==> src/sv/ttint_pkg.sv <==
// Shared types, constants and request/response formats of the trajectory table interpolator.
package ttint_pkg;

  localparam int unsigned TableDepthDefault = 1024;
  localparam int unsigned SegW = 10;

  localparam logic [1:0] OpAppend = 2'd0;
  localparam logic [1:0] OpQuery  = 2'd1;
  localparam logic [1:0] OpClear  = 2'd2;
  localparam logic [1:0] OpUnused = 2'd3;

  localparam logic [30:0] OneQ30 = 31'h4000_0000;

  typedef enum logic [1:0] {
    KIND_APPEND,
    KIND_QUERY,
    KIND_CLEAR,
    KIND_NONE
  } kind_e;

  typedef logic signed [31:0] q30_t;

  typedef struct packed {
    logic        [1:0]  op;
    logic        [47:0] sample_time;
    logic signed [47:0] pos_x;
    logic signed [47:0] pos_y;
    logic signed [47:0] pos_z;
    logic signed [39:0] vel_x;
    logic signed [39:0] vel_y;
    logic signed [39:0] vel_z;
    logic signed [31:0] att_w;
    logic signed [31:0] att_x;
    logic signed [31:0] att_y;
    logic signed [31:0] att_z;
  } req_t;

  typedef struct packed {
    logic                ok;
    logic signed [47:0]  out_pos_x;
    logic signed [47:0]  out_pos_y;
    logic signed [47:0]  out_pos_z;
    logic signed [39:0]  out_vel_x;
    logic signed [39:0]  out_vel_y;
    logic signed [39:0]  out_vel_z;
    logic signed [31:0]  out_att_w;
    logic signed [31:0]  out_att_x;
    logic signed [31:0]  out_att_y;
    logic signed [31:0]  out_att_z;
    logic [SegW-1:0]     segment_index;
  } rsp_t;

  typedef struct packed {
    logic [2:0][47:0] pos;
    logic [2:0][39:0] vel;
    logic [3:0][31:0] att;
  } row_t;

  typedef struct packed {
    logic  valid;
    kind_e kind;
    req_t  req;
  } head_t;

endpackage

==> src/sv/ttint_front.sv <==
// Front end: accepts requests, classifies the operation and queues them for the back end.
module ttint_front (
  input  logic               clk_i,
  input  logic               rst_ni,
  input  logic               start,
  output logic               busy,
  input  ttint_pkg::req_t    req_i,
  input  logic               pop_i,
  output ttint_pkg::head_t   head_o
);

  ttint_pkg::req_t  req_q  [2];
  ttint_pkg::kind_e kind_q [2];
  ttint_pkg::kind_e kind_in;
  logic             wr_ptr_q, wr_ptr_d;
  logic             rd_ptr_q, rd_ptr_d;
  logic [1:0]       cnt_q, cnt_d;
  logic             push;

  assign busy = (cnt_q == 2'd2);
  assign push = start && !busy;

  always_comb begin
    unique case (req_i.op)
      ttint_pkg::OpAppend: kind_in = ttint_pkg::KIND_APPEND;
      ttint_pkg::OpQuery:  kind_in = ttint_pkg::KIND_QUERY;
      ttint_pkg::OpClear:  kind_in = ttint_pkg::KIND_CLEAR;
      default:             kind_in = ttint_pkg::KIND_NONE;
    endcase
  end

  always_comb begin
    wr_ptr_d = push ? !wr_ptr_q : wr_ptr_q;
    rd_ptr_d = pop_i ? !rd_ptr_q : rd_ptr_q;
    unique case ({push, pop_i})
      2'b10:   cnt_d = cnt_q + 2'd1;
      2'b01:   cnt_d = cnt_q - 2'd1;
      default: cnt_d = cnt_q;
    endcase
  end

  always_ff @(posedge clk_i or negedge rst_ni) begin
    if (!rst_ni) begin
      wr_ptr_q <= 1'b0;
      rd_ptr_q <= 1'b0;
      cnt_q    <= 2'd0;
    end else begin
      wr_ptr_q <= wr_ptr_d;
      rd_ptr_q <= rd_ptr_d;
      cnt_q    <= cnt_d;
    end
  end

  always_ff @(posedge clk_i) begin
    if (push) begin
      req_q[wr_ptr_q]  <= req_i;
      kind_q[wr_ptr_q] <= kind_in;
    end
  end

  assign head_o.valid = (cnt_q != 2'd0);
  assign head_o.kind  = kind_q[rd_ptr_q];
  assign head_o.req   = req_q[rd_ptr_q];

`ifndef ASSERT_OFF
  a_cnt_bound: assert property (@(posedge clk_i) disable iff (!rst_ni)
    cnt_q <= 2'd2) else $error("front queue overfilled");
  a_pop_nonempty: assert property (@(posedge clk_i) disable iff (!rst_ni)
    pop_i |-> cnt_q != 2'd0) else $error("pop from empty front queue");
  a_push_lands: assert property (@(posedge clk_i) disable iff (!rst_ni)
    push |=> cnt_q != 2'd0) else $error("accepted request lost");
`endif

endmodule

==> config.mk <==
export PLATFORM = sky130hd
export DESIGN_NAME = ttint_front
export DESIGN_NICKNAME = d
export VERILOG_FILES = /design/src/sv/ttint_pkg.sv /design/src/sv/ttint_front.sv
export SDC_FILE = /design/constraint.sdc
export NUM_CORES = 1
export LEC_CHECK = 0
export BUFFER_PORTS_ARGS = -buffer_cell sky130_fd_sc_hd__clkbuf_2
export CELL_PAD_IN_SITES_DETAIL_PLACEMENT = 1
export CELL_PAD_IN_SITES_GLOBAL_PLACEMENT = 1
export CORE_AREA = 2 2 347 349
export DETAILED_ROUTE_END_ITERATION = 12
export DIE_AREA = 0 0 349 351
export PLACE_DENSITY_LB_ADDON = 0.1
export RECOVER_POWER = 50
export REMOVE_ABC_BUFFERS = 1
export SLEW_MARGIN = 30
export SYNTH_ARGS = -nofsm -noshare
export SYNTH_HDL_FRONTEND = slang
export SYNTH_SLANG_ARGS = --single-unit
==> constraint.sdc <==
create_clock -name clk_i -period 27.3 [get_ports clk_i]
set_input_delay 4.095 -clock clk_i [delete_from_list [all_inputs] [get_ports clk_i]]
set_output_delay 4.095 -clock clk_i [all_outputs]
set_load 0.1 [all_outputs]
==> reports/results.ini, run 1 <==
[status]
status=finished, violations left
violations=max-capacitance violations, max-slew violations

[sta]
hold_viol=0
hold_slack_ns=0.490
tightest_slew_ns=4.29
rsz0062_at_grt=false
slew_viol_final=258
fmax_ghz=0.106
setup_tns_ns=0
slew_headroom=-1.86
setup_viol=0
clock_skew_ns=0.0345
fin_crit_sh=0.345
min_period_ns=9.43

[die]
core_um2=119000
num_rows=127
die_y_um=351
die_area_um2=122000
dieWidth_um=349
initial_utilization=0.272
io_pins=892

[detailed_routing]
drc_errors=0
drt-total-wl_um=93800
highest_layer=met5
met2_length_um=50400
avgViaCountPerCell=4.21
met3_length_um=8780
drt_first_pass_iters=4
drtIter0Drc=740
wl_met1_um=31700
ant_nets=0
num_vias=16952
wl_per_cell_um=23.3

[place]
portBuffers=891
hpwlAfterDp_um=67200
place_congestion=0.767

[synth]
syn_inst=1401
syn-cell-area_um2=32400
ys_warn_count=0
syn_area_per_cell_um2=23.1
yosys_register_bits=892
synth_cell_type_count=17
yosysSeqAreaShare=0.826

[cts]
cts_root_buf=clkbuf_16
cts_setup_buffers=0
clkTransAtPathRegs_ns=0.06
clock_latency_ns=0.69
cts.sinks=892
h-tree-depth=3
hold_buffers=0
clock_path_buffers=3
post_cts_resized=0
cts_buffers=103
cts_tree=built

[run]
cap_violations=4

[hold_path]
hp-class=register to register
min_from=cnt_q[1]$_DFFE_PN0P_
whs_endpoint=cnt_q[1]$_DFFE_PN0P_
holdPathStages=1

[setup_path]
startpoint_type=input pin
regToRegSetupSlack_ns=20.79
crit_start=start
path_class=input pin to register
crit_fanout=68
r2r-end=req_q[1][284]$_DFFE_PP_
critPathRequiredTime_ns=27.58
crit_path_end_kind=register
ff2ff_path_depth=5
regToRegStartpoint=cnt_q[0]$_DFFE_PN0P_
arrival_ns=9.71

[global_route]
grt_pass1_vias=18227
antenna_found_initial=39
grt_pass1_wl_um=130000
track_usage=0.148
grt_overflow=0
grt_max_degree=103

[layout]
area_growth_pct=28.5
final_layout_size_suffix_gt1_frac=0.469
layout.nets=2814
fillCellCount=12137

## cells by family (layout without fill, tap and decap cells)
group,after synthesis,count (layout),share of synthesized area
flip-flops,892,892,0.826
multiplexers,444,444,0.160
buffers and inverters,53,1109,0.0117
AND/OR/NAND/NOR,6,6,0.000927
XOR/XNOR,5,5,0.00135
adder cells (fa/ha/maj),1,1,0.000386
other,0,18,0
## synth_stat cells
master	count	area, um^2
buf_6	7	78.8
nand2b_1	1	6.26
ha_1	1	12.5
or2_2	1	6.26
dfrtp_1	4	100
nand2_1	1	3.75
edfxtp_1	888	26700
mux2_2	394	4440
nor2_1	2	7.51
buf_2	13	65.1
mux2_4	50	751
inv_1	1	3.75
clkbuf_1	2	7.51
xnor2_1	3	26.3
and3_1	1	6.26
xor2_1	2	17.5
buf_4	30	225
## through the flow
step	worst slack [ns]	cell area [um^2]	cells	util
detailed placement	18.73	38700	3808	0.325
global placement	18.80	38600	3805	0.324
CTS	18.79	42000	4003	0.353
floorplan	3.48	32000	1349	-
finish	17.87	41700	4023	0.350
global route	17.29	41600	4013	0.350
## metal layers
| metal | up-vias | global-route usage |
|---|---|---|
| li1 | 7591 | - |
| met1 | 8535 | 0.146 |
| met2 | 607 | 0.270 |
| met3 | 173 | 0.0668 |
| met4 | 46 | 0.0525 |
| met5 | - | 0 |
## critical path, cell delays in order
cell and delay, ns:
clkbuf_1 0.11, and3_1 0.71, clkbuf_1 3.06, buf_6 0.80
buf_4 0.84
## registers in the layout (all words and copies together), names as in the netlist
| signal | count |
|---|---|
| cnt_q | 2 |
| kind_q | 4 |
| rd_ptr_q | 1 |
| req_q | 884 |
| wr_ptr_q | 1 |
## worst max-delay path by stage
stage	slack [ns]	endpoint	cells after the start
floorplan	3.48	kind_q[0][0]$_DFFE_PP_	2
global placement	18.80	req_q[0][427]$_DFFE_PP_	7
detailed placement	18.73	req_q[0][435]$_DFFE_PP_	7
CTS	18.79	head_o[213]	6
global route	17.29	req_q[0][368]$_DFFE_PP_	7
finish	17.87	req_q[1][284]$_DFFE_PP_	5
## area by class of cell
cell class / count / area, um^2 / share of cell area
well taps: 1548 / 1940 / 0.0465
diodes: 18 / 45.0 / 0.00108
repair buffers: 913 / 4310 / 0.103
clock inverters: 60 / 611 / 0.0147
clock buffers: 135 / 2720 / 0.0652
multi-input cells: 456 / 5270 / 0.127
inverters: 1 / 3.75 / 0.0000901
flip-flops and latches: 892 / 26800 / 0.642
## layout by cell type, fill, tap and decap left out, types with 5 or more instances in the layout
cell and n:
buf_6 6, clkinv_2 17, bufinv_16 9, buf_4 6, clkbuf_1 379, mux2_2 394, diode_2 18, clkbuf_2 546
buf_16 5, edfxtp_1 888, clkinvlp_4 6, clkbuf_16 104, clkinv_1 22, mux2_4 50
Power of run 1 is left out: the tool's default activity adds up to more than one toggle a clock period on the data nets, which glitch-free logic cannot reach.
==> run 2: changes to the inputs <==
--- a/config.mk
+++ b/config.mk
@@ -5,12 +5,13 @@
 export SDC_FILE = /design/constraint.sdc
 export NUM_CORES = 1
 export LEC_CHECK = 0
+export ABC_AREA = 1
 export BUFFER_PORTS_ARGS = -buffer_cell sky130_fd_sc_hd__clkbuf_2
 export CELL_PAD_IN_SITES_DETAIL_PLACEMENT = 1
 export CELL_PAD_IN_SITES_GLOBAL_PLACEMENT = 1
-export CORE_AREA = 2 2 347 349
+export CORE_AREA = 2 2 346 348
 export DETAILED_ROUTE_END_ITERATION = 12
-export DIE_AREA = 0 0 349 351
+export DIE_AREA = 0 0 348 350
 export PLACE_DENSITY_LB_ADDON = 0.1
 export RECOVER_POWER = 50
 export REMOVE_ABC_BUFFERS = 1
==> constraint.sdc (replaced) <==
create_clock -name clk_i -period 7.95 [get_ports clk_i]
set_input_delay 1.1925 -clock clk_i [delete_from_list [all_inputs] [get_ports clk_i]]
set_output_delay 1.1925 -clock clk_i [all_outputs]
set_load 0.1 [all_outputs]
==> run 2 against run 1 <==
The flow still finishes with violations (max-capacitance violations, max-slew violations). Die area down 0.57%. Final area up 0.64%. Area after synthesis increased by 2.1%. Clock skew increased by 0.00051 ns. Worst hold slack got worse by 0.11 ns. Global-route usage up 0.87 points. First-iteration DRC count rose by 27%. Worst setup slack got worse by 15 ns. Wire length increased by 4.9%. Final cell count is 22% higher. Largest cell class unchanged.
==> reports/results.ini, run 2 <==
[global_route]
track_usage=0.156  ; +0.00873
grt_max_degree=243  ; +140%
grt_pass1_vias=21846  ; +20%
grt_overflow=0  ; unchanged
grt_pass1_wl_um=140000  ; +7.7%
antenna_found_initial=51  ; +31%

[sta]
hold_viol=0  ; unchanged
setup_viol=0  ; unchanged
tightest_slew_ns=3.33  ; -0.960 ns
slew_viol_final=249  ; -3.5%
fin_crit_sh=0.691
min_period_ns=5.49
clock_skew_ns=0.0350  ; +0.000505 ns
slew_headroom=-1.22  ; +0.640
worst_slack_ns=2.46  ; -15.41 ns
fmax_ghz=0.182
rsz0062_at_grt=false
setup_tns_ns=0  ; unchanged

[setup_path]
crit_start=start
slowest_delay_ns=2.45  ; -0.61 ns
cp.depth=4  ; -1
startpoint_type=input pin
crit_chain=clkbuf_1, o21ai_0, nor2_1, clkbuf_2
path_class=input pin to register
crit_path_end_kind=register
critPathRequiredTime_ns=8.15  ; -19.43 ns
path_buf_inv=2  ; -2
regToRegStartpoint=cnt_q[1]$_DFFE_PN0P_
crit_fanout=115  ; +69%
cpMaxStageDelayCell=clkbuf_2
arrival_ns=5.70  ; -4.01 ns
critPathTopFamily=buffers and inverters
ff2ff_path_depth=4  ; -1

[die]
die_area_um2=122000  ; -0.57%
core_um2=118000  ; -1.1%
initial_utilization=0.281  ; +0.00880
num_rows=126  ; -0.79%
die_y_um=350  ; -0.28%
io_pins=892  ; unchanged
dieWidth_um=348  ; -0.29%

[detailed_routing]
avgViaCountPerCell=4.24  ; +0.58%
drtIter0Drc=941  ; +27%
num_vias=20793  ; +23%
wl_per_cell_um=20.1  ; -14%
drt_first_pass_iters=4  ; unchanged
ant_nets=0  ; unchanged
drc_errors=0  ; unchanged
drt-total-wl_um=98500  ; +4.9%

[synth]
ys_warn_count=0  ; unchanged
netlist_top_cells_area=edfxtp_1 (81%), inv_1 (5.1%), nand2_1 (5.1%)
synth_edf_count=888  ; unchanged
syn_inst=2348  ; +68%
yosys_register_bits=892  ; unchanged
syn_area_per_cell_um2=14.1  ; -39%
syn-cell-area_um2=33100  ; +2.1%
synth_common_cells=edfxtp_1 (888), inv_1 (451), nand2_1 (451)
yosysSeqAreaShare=0.808  ; -0.0173
synth_cell_type_count=17  ; unchanged
ys.flop_type=edfxtp_1
synth.most_common_cell=edfxtp_1
synth.top_cell.area_share=0.805  ; -0.0173
synth_top_cell_by_area=edfxtp_1
synthArstFlopShare=0.00448  ; unchanged

[cts]
cts_tree=built
clock_latency_ns=0.68  ; about the same
cts_buffers=104  ; +0.97%
clkTransAtPathRegs_ns=0.05  ; about the same
hold_buffers=0  ; unchanged
post_cts_resized=0  ; unchanged
cts.sinks=892  ; unchanged
cts_setup_buffers=0  ; unchanged
clock_path_buffers=3  ; unchanged
h-tree-depth=3  ; unchanged
cts_root_buf=clkbuf_16

[place]
place_congestion=0.784  ; +2.1%
portBuffers=891  ; unchanged
hpwlAfterDp_um=69800  ; +3.9%
dpl_cell_area_um2=39100  ; +0.98%
pre_cts_slack_ns=3.61  ; -15.12 ns

[layout]
final_layout_size_suffix_gt1_frac=0.210  ; -0.259
largest_registers=req_q: 884 flops, kind_q: 4 flops, cnt_q: 2 flops
top_register=req_q
fillCellCount=12848  ; +5.9%
area_growth_pct=26.6
layout.nets=3712  ; +32%
final_common_cell=edfxtp_1
largest_reg_flops=884  ; unchanged
post-route-cell-area_um2=41900  ; +0.64%
final_cell_mix=edfxtp_1 (888), clkbuf_2 (557), nand2_1 (451)

[run]
cap_violations=3  ; -1

[status]
status=finished, violations left
violations=max-capacitance violations, max-slew violations

[hold_path]
hp-class=input pin to asynchronous set/reset pin

-- run 2: changes by cell type in the layout (fill, tap and decap cells not counted), moves of 11 or more --
cell / before / now
mux2_4: 50 / 0
inv_1: 1 / 450
clkbuf_1: 379 / 366
clkbuf_2: 546 / 557
mux2_2: 394 / 0
o21ai_1: 0 / 151
o21ai_0: 0 / 294
nand2_1: 1 / 451
-- run 2: path summary, 6_finish.rpt --
kind	endpoint	slack, ns
setup / recovery	req_q[1][94]$_DFFE_PP_	2.46
hold / removal	wr_ptr_q$_DFFE_PN0P_	0.38
setup reg to reg	req_q[1][94]$_DFFE_PP_	2.62
hold reg to reg	cnt_q[1]$_DFFE_PN0P_	0.48
max in group asynchronous	cnt_q[1]$_DFFE_PN0P_	7.36
min in group clk_i	cnt_q[1]$_DFFE_PN0P_	0.48
-- run 2: area by class of cell --
type                            instances  area [um^2]  area share
Antenna cell                           21         52.6     0.00125
Clock buffer                          137         2770      0.0660
Clock inverter                         53          444      0.0106
Inverter                              451         1700      0.0405
Multi-Input combinational cell        904         3970      0.0948
Sequential cell                       892        26800       0.638
Tap cell                             1536         1920      0.0458
Timing Repair Buffer                  912         4310       0.103
-- run 2: per-layer routing --
metal,global-route usage,vias to the layer above,routed length (um)
li1,-,9823,-
met1,0.154,10081,33300
met2,0.284,646,51900
met3,0.0692,193,9720
met4,0.0666,50,3230
met5,0,-,305
-- run 2: through the flow --
step | hold slack (ns) | utilization | instances
detailed placement | 0.471 | 0.332 | 4693
global route | 0.343 | 0.356 | 4900
global placement | 0.455 | 0.332 | 4692
CTS | 0.263 | 0.359 | 4883
finish | 0.380 | 0.356 | 4906
floorplan | 0.442 | - | 2247
-- run 2: cell families after synthesis --
family	count (synthesis)	share of synthesized area
buffers and inverters	552	0.0717
xor gates and xnor gates	2	0.000529
adders and majority gates	1	0.000378
AOI/OAI and AO/OA	445	0.0673
and+or+nand+nor	456	0.0518
DFF	892	0.808
Power of run 2 is left out for the same reason.
==> run 3: changes to the inputs <==
==> constraint.sdc (replaced) <==
create_clock -name clk_i -period 4.85 [get_ports clk_i]
set_input_delay 0.7275 -clock clk_i [delete_from_list [all_inputs] [get_ports clk_i]]
set_output_delay 0.7275 -clock clk_i [all_outputs]
set_load 0.1 [all_outputs]
==> run 3 against run 2 <==
The flow still finishes with violations (max-capacitance violations, max-slew violations). Final area grew 0.31%. Clock-buffer cell count decreased by 6. Worst hold slack lost 0.15 ns. Sequential cell count did not move. First-iteration DRC count down 3.7%. Critical path type is now register to output port.
==> reports/results.ini, run 3 (same netlist as run 2, synthesis figures left out) <==
[layout]
largest_reg_flops=884  ; unchanged
final_layout_size_suffix_gt1_frac=0.208  ; -0.00208
largest_registers=req_q: 884 flops, kind_q: 4 flops, cnt_q: 2 flops
final_cell_mix=edfxtp_1 (888), clkbuf_2 (530), nand2_1 (451)
top_register=req_q
layout.nets=3728  ; +0.43%
stdcell_count=4934  ; +0.57%
final_common_cell=edfxtp_1
area_growth_pct=27.0
postLayoutCoreUtil=0.357  ; +0.00112

[die]
initial_utilization=0.281  ; unchanged
die_area_um2=122000  ; unchanged
die_y_um=350  ; unchanged
num_rows=126  ; unchanged
dieWidth_um=348  ; unchanged
io_pins=892  ; unchanged
core_um2=118000  ; unchanged

[cts]
cts.sinks=892  ; unchanged
h-tree-depth=3  ; unchanged
cts_buffers=103  ; -0.96%
clock_latency_ns=0.68  ; about the same
cts_setup_buffers=0  ; unchanged
clkTransAtPathRegs_ns=0.06  ; about the same
cts_tree=built
cts_root_buf=clkbuf_16
clock_path_buffers=3  ; unchanged

[sta]
fin_crit_sh=0.786
clock_skew_ns=0.0274  ; -0.00762 ns
slew_viol_final=231  ; -7.2%
setup_viol=0  ; unchanged
setup_tns_ns=0  ; unchanged
worst_slack_ns=1.04  ; -1.42 ns
tightest_slew_ns=2.24  ; -1.09 ns
min_period_ns=3.81
fmax_ghz=0.262
hold_viol=0  ; unchanged
slew_headroom=-0.495  ; +0.724
rsz0062_at_grt=false

[place]
pre_cts_slack_ns=1.63  ; -1.98 ns
dp.cells=4711  ; +0.38%
portBuffers=891  ; unchanged
place_congestion=0.792  ; +1.1%
hpwlAfterDp_um=71600  ; +2.6%

[detailed_routing]
drt-total-wl_um=98800  ; +0.34%
drt_first_pass_iters=5  ; +1
num_vias=20858  ; +0.31%
drc_errors=0  ; unchanged
avgViaCountPerCell=4.23  ; -0.26%
wl_per_cell_um=20.0  ; -0.23%
ant_nets=0  ; unchanged
drtIter0Drc=906  ; -3.7%

[setup_path]
crit_fanout=69  ; -40%
regToRegStartpoint=cnt_q[1]$_DFFE_PN0P_
critPathRequiredTime_ns=4.12  ; -4.03 ns
r2r-end=req_q[0][140]$_DFFE_PP_
path_class=register to output port
crit_start=rd_ptr_q$_DFFE_PN0P_
arrival_ns=3.09  ; -2.61 ns
crit_path_end_kind=output port
regToRegSetupSlack_ns=1.28  ; -1.34 ns
crit_end=head_o[257]
startpoint_type=register
ff2ff_path_depth=6  ; +2

[global_route]
track_usage=0.157  ; +0.00116
grt_overflow=0  ; unchanged
grt_pass1_wl_um=141000  ; +0.95%
grt_pass1_vias=22168  ; +1.5%
antenna_found_initial=53  ; +3.9%
grt_max_degree=131  ; -46%

[hold_path]
hp-class=input pin to register
min_from=req_i[56]

[run]
cap_violations=4  ; +1

[status]
violations=max-capacitance violations, max-slew violations
status=finished, violations left

-- run 3: worst min-delay path by stage --
stage                     slack [ns]  cells past startpoint                       to
after floorplan                 0.43                      0     cnt_q[0]$_DFFE_PN0P_
after global placement          0.46                      2     cnt_q[1]$_DFFE_PN0P_
after detailed placement        0.47                      2     cnt_q[1]$_DFFE_PN0P_
after CTS                       0.16                      1  req_q[1][317]$_DFFE_PP_
after global routing            0.19                      1   req_q[1][10]$_DFFE_PP_
final                           0.23                      1   req_q[0][56]$_DFFE_PP_
-- run 3: area by class of cell --
type,instances,area (um^2)
Multi-Input combinational cell,904,3970
Sequential cell,892,26800
Inverter,451,1710
Clock buffer,131,2730
Tap cell,1536,1920
Timing Repair Buffer,929,4390
Clock inverter,61,504
Fill cell,12848,75700
Antenna cell,30,75.1
-- run 3: critical path, cell delays in order (launching register included) --
cell,delay (ns)
dfrtp_4,0.97
buf_4,0.58
nand2_1,0.09
o21ai_0,0.18
clkbuf_2,0.53
-- run 3: metrics by stage --
step / hold slack (ns) / cell area (um^2)
finish: 0.233 / 42100
global route: 0.190 / 42000
CTS: 0.164 / 42500
detailed placement: 0.474 / 39300
global placement: 0.457 / 39300
floorplan: 0.432 / 32400
-- run 3: timing repair --
action	in CTS	in global routing
hold buffers	1	0
resized for setup	0	0
hold endpoints to repair	4	0
-- run 3: layer usage --
layer,up-vias,track usage,part of all wire
li1,9872,-,-
met5,-,0,0.0030
met3,186,0.0735,0.10
met2,658,0.283,0.53
met1,10096,0.151,0.33
met4,46,0.0758,0.034
Power of run 3 is left out for the same reason.
